[config.mk]
export PLATFORM = sky130hd
export DESIGN_NAME = base64_stream_decoder
export DESIGN_NICKNAME = d
export VERILOG_FILES = /design/src/b64d_pkg.sv /design/src/base64_stream_decoder.sv
export SDC_FILE = /design/constraint.sdc
export NUM_CORES = 1
export LEC_CHECK = 0
export BUFFER_PORTS_ARGS = -buffer_cell sky130_fd_sc_hd__clkbuf_2
export CAP_MARGIN = 20
export CORE_AREA = 8 8 78 93
export CTS_CLUSTER_SIZE = 10
export DETAILED_ROUTE_END_ITERATION = 16
export DIE_AREA = 0 0 86 101
export PLACE_DENSITY = 0.78
export SLEW_MARGIN = 10
export SYNTH_ARGS = -nofsm -noshare
export SYNTH_HDL_FRONTEND = slang
export SYNTH_SLANG_ARGS = --single-unit
[constraint.sdc]
create_clock -name clk -period 4.4 [get_ports clk]
set_input_delay 0.44 -clock clk [delete_from_list [all_inputs] [get_ports clk]]
set_output_delay 0.44 -clock clk [all_outputs]
set_load 0.03 [all_outputs]
[src/b64d_pkg.sv]
// shared types, character codes and the alphabet lookup for the base64 stream decoder
package b64d_pkg;

  localparam int unsigned CharW  = 8;
  localparam int unsigned SextW  = 6;
  localparam int unsigned ErrW   = 2;
  localparam int unsigned QDepth = 3;

  localparam logic [CharW-1:0] CHAR_LF  = 8'h0A;
  localparam logic [CharW-1:0] CLS_PAD  = 8'd64;
  localparam logic [CharW-1:0] CLS_BAD  = 8'd255;

  localparam logic [ErrW-1:0] ERR_NONE      = 2'd0;
  localparam logic [ErrW-1:0] ERR_ILLEGAL   = 2'd1;
  localparam logic [ErrW-1:0] ERR_PAD_POS   = 2'd2;
  localparam logic [ErrW-1:0] ERR_TRUNCATED = 2'd3;

  typedef struct packed {
    logic [CharW-1:0] data_byte;
    logic             byte_valid;
    logic             last_of_run;
    logic [ErrW-1:0]  error_code;
    logic             stream_done;
  } res_t;

  // 0..63 for an alphabet character, 64 for '=', 255 otherwise
  function automatic logic [CharW-1:0] classify(input logic [CharW-1:0] c);
    logic [CharW-1:0] v;
    v = CLS_BAD;
    if (c >= 8'd65 && c <= 8'd90) v = c - 8'd65;
    else if (c >= 8'd97 && c <= 8'd122) v = c - 8'd71;
    else if (c >= 8'd48 && c <= 8'd57) v = c + 8'd4;
    else if (c == 8'd43) v = 8'd62;
    else if (c == 8'd47) v = 8'd63;
    else if (c == 8'd61) v = CLS_PAD;
    return v;
  endfunction

endpackage

[src/base64_stream_decoder.sv]
// top level of the base64 stream decoder: group state, decode and result queue
// results of an item are registered and offered in the cycle after it is accepted
// throughput: one input item per cycle while items give at most one result each and
//   out_tready stays high; a completed group gives up to three bytes, drained one per
//   cycle while out_tready is high, and the input waits until the last of them is taken
// reset: rst_n is synchronous and active low; it clears the group state, the error
//   latch and the result queue
module base64_stream_decoder (
  input  logic                        clk,
  input  logic                        rst_n,
  input  logic                        in_tvalid,
  output logic                        in_tready,
  input  logic [b64d_pkg::CharW-1:0]  in_tdata,   // in_char
  input  logic                        in_tlast,   // end_of_stream
  output logic                        out_tvalid,
  input  logic                        out_tready,
  output logic [b64d_pkg::CharW-1:0]  out_tdata,  // data_byte
  output logic                        out_tlast,  // last_of_run
  output logic [3:0]                  out_tuser   // byte_valid, error_code[1:0], stream_done
);
  import b64d_pkg::*;

  // group state
  logic [SextW-1:0] sx0_r, sx1_r, sx2_r;
  logic [SextW-1:0] sx0_nxt, sx1_nxt, sx2_nxt;
  logic [1:0]       fill_r, fill_nxt;
  logic             s2pad_r, s2pad_nxt;
  logic             padseen_r, padseen_nxt;
  logic             errl_r, errl_nxt;

  // result queue, head at index 0
  res_t       q_r [QDepth];
  res_t       q_nxt [QDepth];
  logic [1:0] cnt_r, cnt_nxt;

  // results of the item being accepted
  res_t       new_q [QDepth];
  logic [1:0] new_cnt;

  logic             push, pop;
  logic [CharW-1:0] cls;
  logic             is_pad;
  logic [CharW-1:0] b0, b1, b2;
  logic [SextW-1:0] s3;

  assign out_tvalid = (cnt_r != 2'd0);
  assign pop        = out_tvalid && out_tready;
  // room when the queue is empty or its last item leaves this cycle
  assign in_tready  = (cnt_r == 2'd0) || (cnt_r == 2'd1 && out_tready);
  assign push       = in_tvalid && in_tready;

  assign out_tdata = q_r[0].data_byte;
  assign out_tlast = q_r[0].last_of_run;
  assign out_tuser = {q_r[0].stream_done, q_r[0].error_code, q_r[0].byte_valid};

  assign cls    = classify(in_tdata);
  assign is_pad = (cls == CLS_PAD);
  assign s3     = is_pad ? '0 : cls[SextW-1:0];

  // bytes of a completed group
  assign b0 = {sx0_r, sx1_r[5:4]};
  assign b1 = {sx1_r[3:0], sx2_r[5:2]};
  assign b2 = {sx2_r[1:0], s3};

  always_comb begin
    sx0_nxt     = sx0_r;
    sx1_nxt     = sx1_r;
    sx2_nxt     = sx2_r;
    fill_nxt    = fill_r;
    s2pad_nxt   = s2pad_r;
    padseen_nxt = padseen_r;
    errl_nxt    = errl_r;
    new_cnt     = 2'd0;
    for (int i = 0; i < QDepth; i++) begin
      new_q[i] = '0;
    end

    if (in_tlast) begin
      // end marker: report, then clear everything for the next stream
      new_q[0].last_of_run = 1'b1;
      new_q[0].stream_done = 1'b1;
      new_q[0].error_code  = (!errl_r && fill_r != 2'd0) ? ERR_TRUNCATED : ERR_NONE;
      new_cnt     = 2'd1;
      fill_nxt    = 2'd0;
      s2pad_nxt   = 1'b0;
      padseen_nxt = 1'b0;
      errl_nxt    = 1'b0;
    end else if (errl_r || in_tdata == CHAR_LF) begin
      // dropped silently
    end else if (cls == CLS_BAD || padseen_r ||
                 (fill_r[1] == 1'b0 && is_pad) ||
                 (fill_r == 2'd3 && s2pad_r && !is_pad)) begin
      new_q[0].last_of_run = 1'b1;
      new_q[0].error_code  = (cls == CLS_BAD) ? ERR_ILLEGAL : ERR_PAD_POS;
      new_cnt  = 2'd1;
      errl_nxt = 1'b1;
    end else begin
      case (fill_r)
        2'd0: begin
          sx0_nxt  = cls[SextW-1:0];
          fill_nxt = 2'd1;
        end
        2'd1: begin
          sx1_nxt  = cls[SextW-1:0];
          fill_nxt = 2'd2;
        end
        2'd2: begin
          s2pad_nxt = is_pad;
          sx2_nxt   = is_pad ? '0 : cls[SextW-1:0];
          fill_nxt  = 2'd3;
        end
        default: begin
          fill_nxt = 2'd0;
          new_q[0].data_byte  = b0;
          new_q[0].byte_valid = 1'b1;
          new_q[1].data_byte  = b1;
          new_q[1].byte_valid = 1'b1;
          new_q[2].data_byte  = b2;
          new_q[2].byte_valid = 1'b1;
          if (s2pad_r) begin
            // "==" closes the group with one byte
            s2pad_nxt   = 1'b0;
            padseen_nxt = 1'b1;
            new_q[0].last_of_run = 1'b1;
            new_cnt = 2'd1;
          end else if (is_pad) begin
            padseen_nxt = 1'b1;
            new_q[1].last_of_run = 1'b1;
            new_cnt = 2'd2;
          end else begin
            new_q[2].last_of_run = 1'b1;
            new_cnt = 2'd3;
          end
        end
      endcase
    end
  end

  // queue: load on accept (queue then empty or draining), else shift on pop
  always_comb begin
    q_nxt   = q_r;
    cnt_nxt = cnt_r;
    if (push) begin
      q_nxt   = new_q;
      cnt_nxt = new_cnt;
    end else if (pop) begin
      q_nxt[0] = q_r[1];
      q_nxt[1] = q_r[2];
      cnt_nxt  = cnt_r - 2'd1;
    end
  end

  always_ff @(posedge clk) begin
    if (!rst_n) begin
      fill_r    <= 2'd0;
      s2pad_r   <= 1'b0;
      padseen_r <= 1'b0;
      errl_r    <= 1'b0;
      cnt_r     <= 2'd0;
    end else begin
      if (push) begin
        fill_r    <= fill_nxt;
        s2pad_r   <= s2pad_nxt;
        padseen_r <= padseen_nxt;
        errl_r    <= errl_nxt;
      end
      cnt_r <= cnt_nxt;
    end
  end

  // payload, no reset needed
  always_ff @(posedge clk) begin
    if (push) begin
      sx0_r <= sx0_nxt;
      sx1_r <= sx1_nxt;
      sx2_r <= sx2_nxt;
    end
    q_r <= q_nxt;
  end

endmodule

# == Word level (Yosys, flattened, before mapping) ==
# Index checks and enable logic that the tools add are counted.
# totals
ff_bits,58
latchBits,0
mem_bits_rw,0
mem_bits_ro,0
input_bits,13
output_inout_bits,15
word_cells,137
mem_count,0
# classes
addsub,4
mul,0
div_mod_pow,0
n_lt_le_gt_ge,6
n_eq_ne,14
shifts,0
muxes,54
n_bitwise,4
reduce_logical,36
# ops
operator,count
$mux 26,2
$mux 10,5
$mux 8,6
$mux 2,14
$eq 8x6->1 const B,3
$mux 1,20
$reduce_and 5->1,4
$mux 9,2
$ge 8x7->1 const B,2
$le 8x7->1 const B,2
$sub 8x7->8 const B,2
$mux 12,1
$logic_and 1x1->1,10
$add 8x3->8 const B,1
$eq 8x4->1 const B,1
$eq 8x7->1 const B,1
$eq 8x8->1 const B,1
$ge 8x6->1 const B,1
$le 8x6->1 const B,1
$reduce_bool 2->1,4
$reduce_or 7->1,1
$mux 6,1
$pmux 2 s3,1
$reduce_and 3->1,2
16 further kinds,30

# == Depth between registers and ports, before layout ==
# logic_depth
word_depth,15
depth_mapped,15

# == Least setup slack after synthesis ==
# Ideal clock, no wire load.
# synth_timing
kind,in2reg
start,in in_tdata[2] (netlist bit)
end,reg sx1_r[0] (enable)
setup_time_ns,0.378
arrival_time_ns,2.987
required_ns,4.022
path_slack_ns,1.035
stages,12
cell_sequence,buf_6 -> inv_1 -> ha_1 -> buf_4 -> a21o_1 -> and3_1 -> or3_4 -> a31oi_4 -> nor2_1 -> nor3_1 -> mux2i_2 -> nor3b_1
# synth_between
elab_chain_len,13
# synth_lines
element,line,text
from (decl),base64_stream_decoder.sv:13,"input logic [b64d_pkg::CharW-1:0] in_tdata,"
$eq 8x6->1,b64d_pkg.sv:35,else if (c == 8'd61) v = CLS_PAD;
$mux 8,b64d_pkg.sv:35,
$mux 8,b64d_pkg.sv:34,else if (c == 8'd47) v = 8'd63;
$mux 8,b64d_pkg.sv:33,else if (c == 8'd43) v = 8'd62;
$mux 8,b64d_pkg.sv:32,else if (c >= 8'd48 && c <= 8'd57) v = c + 8'd4;
$mux 8,b64d_pkg.sv:31,else if (c >= 8'd97 && c <= 8'd122) v = c - 8'd71;
$mux 8,b64d_pkg.sv:30,if (c >= 8'd65 && c <= 8'd90) v = c - 8'd65;
$eq 8x8->1 or $eq 8x7->1 (tied branches),"base64_stream_decoder.sv:90, base64_stream_decoder.sv:57",
$logic_or 1x1->1 (tied with other cells),base64_stream_decoder.sv:90,end else if (cls == CLS_BAD || padseen_r ||
$logic_or 1x1->1 or $logic_and 1x1->1 (tied branches),"base64_stream_decoder.sv:90, base64_stream_decoder.sv:92",
$logic_or 1x1->1,base64_stream_decoder.sv:91,(fill_r[1] == 1'b0 && is_pad) ||
$not 1->1 (no source line),-,
$reduce_and 5->1 (no source line) *,-,
to (signal assigned),base64_stream_decoder.sv:175,sx1_r <= sx1_nxt;
to (decl),base64_stream_decoder.sv:24,"logic [SextW-1:0] sx0_r, sx1_r, sx2_r;"
# Every way passes the cells marked *; elsewhere a longest branch is shown, timed or not.
# A chain may end at the register's enable or synchronous reset.

# == Worst setup path in the final report ==
# layout_timing
start,in in_tdata[2] (netlist bit)
end,reg sx1_r[4] (enable)
# Same word-level chain as after synthesis.

==> results.md <==
* Status: complete, no violations
* Buf+Inv Stages, Crit Path at 2
* Hold WC Path Type: primary input to flip-flop
* WP data required at 4.35 ns
* Int Pwr at 0.00101 W
* Buffers on Ports at 27
* Crit-path max cell delay at 0.76 ns
* HPWL after DPL at 4.71 mm
* Detailed-route DRC error count at 0
* Post-route ant nets at 0
* Setup ws final at 0.781 ns
* Placer Congestion at 0.967
* R2R cell count at 10
* Overflow after GRT at 0
* Post-synth top flop: edfxtp_1
* Number of setup buffers added after CTS at 0
* Clock Power Share at 26.5%
* Part of the power in combinational logic at 24.6%
* Synth unique cells at 63
* Die ar. at 8690 um^2
* Worst slew margin at 42.2%
* Setup TNS Final at 0 ns
* MaxCap Viol Count at 0
* Post-place setup slack at 0.459 ns
* RSZ-0062 raised after global routing: no
* TritonRoute pass-1 iters at 4
* Vias in the first global route at 2299
* Chip width at 86 um
* Clock transition at path regs at 0.07 ns
* Reg2reg end: sx1_r[4]
* R2r setup slk at 1.23 ns
* Reg2reg start: cnt_r[0]
* TritonCTS buffer count at 9
* Post-Syn Area at 3350 um^2
* CP arrival at 3.57 ns
* Ports at 28
* Power Dens Cells at 417 nW/um^2
* Delay-heaviest family, CP: simple AND/OR/NAND/NOR gates
* Critical path type: primary input to flip-flop
* # fillers at 456
* TritonCTS clock tree: done
* Area of the core at 5860 um^2
* Max frequency at 276 MHz
* Number of gates resized after CTS at 0
* Root Buffer: clkbuf_8
* Final clock skew at 0.00863 ns
* Highest-count cells in the layout ignoring fill and taps: edfxtp_1 (51), nand2_1 (49), clkbuf_2 (27)
* P_leak at 1.40 nW
* Post-synth EDFFs at 51
* Die H at 101 um
* H-Tree Depth at 3
* Yosys warning count at 0
* Worst Tran Pin Value at 0.864 ns
* Fin. max-slew vios at 0
* Synth top area cells: edfxtp_1 (46%), ha_1 (5.6%), nand2_1 (5.5%)
* Area leader, netlist: edfxtp_1
* Worst path slowest cell: nor3b_1
* Maximum fanout along the worst path at 10
* Post-synth top area share at 45.7%
* N_diodes at 0
* Commonest non-fill, non-tap cell in the layout: edfxtp_1
* CP Capture Type: flip-flop
* # hold bufs at CTS at 0
* DR vias at 2409
* Routed WL per cell at 15.5 um
* Switching portion of total power at 32.6%
* #FFs+latches synth at 58
* Gate count after technology mapping at 329
* Final setup viols at 0
* Critical path origin: in_tdata[2]
* Clk sink count at 58
* Area Growth Syn to Fin at 7.17%
* Via density per instance at 5.63
* Worst-skew pair later-pin latency at 0.33 ns
* Final Hold Viols at 0
* Routed wire length at 6.63 mm
* Post-route minimum period at 3.62 ns
* CP cell instances: clkbuf_2 > inv_1 > ha_1 > a21oi_1 > a211oi_2 > or2_2 > a31oi_1 > nand3_1 > nor2_4 > mux2i_2 > nor3b_1
* Global-route wire length before repair at 11.0 mm
* Starting Density at 57.2%
* Fraction of registers with async set/reset at 0%
* GRT Overall Usage at 16.2%
* Final Cycle Share at 82.3%
* Switching pwr at 0.000488 W
* Sequential share of power at 48.9%
* Hold Crit Start: rst_n
* Num rows at 31
* CP Launch Type: primary input
* Post-Syn Nets at 357
* Peak supply drop at 0.198 mV
* Worst Hold Endpoint: errl_r
* Final nets at 369
* DR iter-0 viols at 224
* Layout cells sized above 1 at 17.9%
* Seq/Total Area, Yosys at 49.9%
* Syn avg cell area at 10.2 um^2
* Clock Path Buffers at 2
* Initial antenna violation count at 0
* Largest net degree at the start of global routing at 31
* Hold-critical path depth at 2
synth_stat cells, types with 3 or more instances:
master	instances
buf_4	15
o211ai_1	3
nand4_1	4
nand3_1	6
and3_1	4
edfxtp_1	51
dfxtp_1	7
o21ai_0	26
nor3b_1	5
inv_1	25
xnor2_1	3
nor3_1	15
a21oi_1	11
or2_2	3
ha_1	15
clkbuf_1	9
buf_2	3
a31oi_1	5
nand2_1	49
nor2_1	16
registers in the layout (all words and copies together), names as in the netlist:
signal / cells
q_r: 20
out_tdata: 8
sx0_r: 6
sx1_r: 6
sx2_r: 6
out_tuser: 4
cnt_r: 2
fill_r: 2
errl_r: 1
out_tlast: 1
padseen_r: 1
s2pad_r: 1
worst max path at each step:
stage / endpoint / slack, ns / cells after the start
finish: sx1_r[4] / 0.78 / 11
detailed placement: sx1_r[0] / 0.46 / 11
floorplan: sx1_r[0] / 1.03 / 12
CTS: sx1_r[5] / 0.80 / 11
global route: sx1_r[5] / 0.46 / 11
global placement: sx1_r[4] / 0.63 / 11
layout make-up:
type	instances	area (um^2)	share of cell area [%]
Sequential cell	58	1670	46.5
Multi-Input combinational cell	217	1410	39.3
Timing Repair Buffer	29	150	4.18
Clock buffer	9	124	3.45
Tap cell	82	103	2.86
Inverter	26	97.6	2.72
Clock inverter	7	36.3	1.01
cell families after synthesis:
family          share of synthesized area (%)
simple gates                             19.0
xor+xnor                                 1.05
flops                                    49.9
buf+inv                                  8.06
fa+ha+maj                                5.60
compound gates                           15.3
mux                                      1.05
layer usage:
layer / GRT usage [%] / part of all wire [%] / vias to the layer above
li1: - / - / 1196
met1: 18.0 / 42 / 1109
met2: 28.0 / 51 / 87
met3: 3.83 / 4.6 / 17
met4: 8.65 / 2.8 / 0
met5: 0 / 0 / -
per-stage QoR:
step	cells	hold slack, ns	cell area, um^2	power [W]	util [%]
6_report	428	0.451	3590	0.00150	61.3
3_3_place_gp	412	0.502	3430	0.00110	58.6
3_5_place_dp	412	0.513	3430	0.00111	58.6
2_1_floorplan	329	0.486	3350	0.00105	-
5_1_grt	428	0.439	3590	0.00158	61.3
4_1_cts	428	0.434	3590	0.00151	61.3
power groups by stage:
stage	Sequential [W]	Combinational (W)	Clock [W]
2_1_floorplan	0.000745	0.000308	0
3_3_place_gp	0.000743	0.000361	0
3_5_place_dp	0.000745	0.000368	0
4_1_cts	0.000734	0.000371	0.000404
5_1_grt	0.000741	0.000407	0.000428
6_report	0.000733	0.000368	0.000397
(Power assumes the default switching activity.)
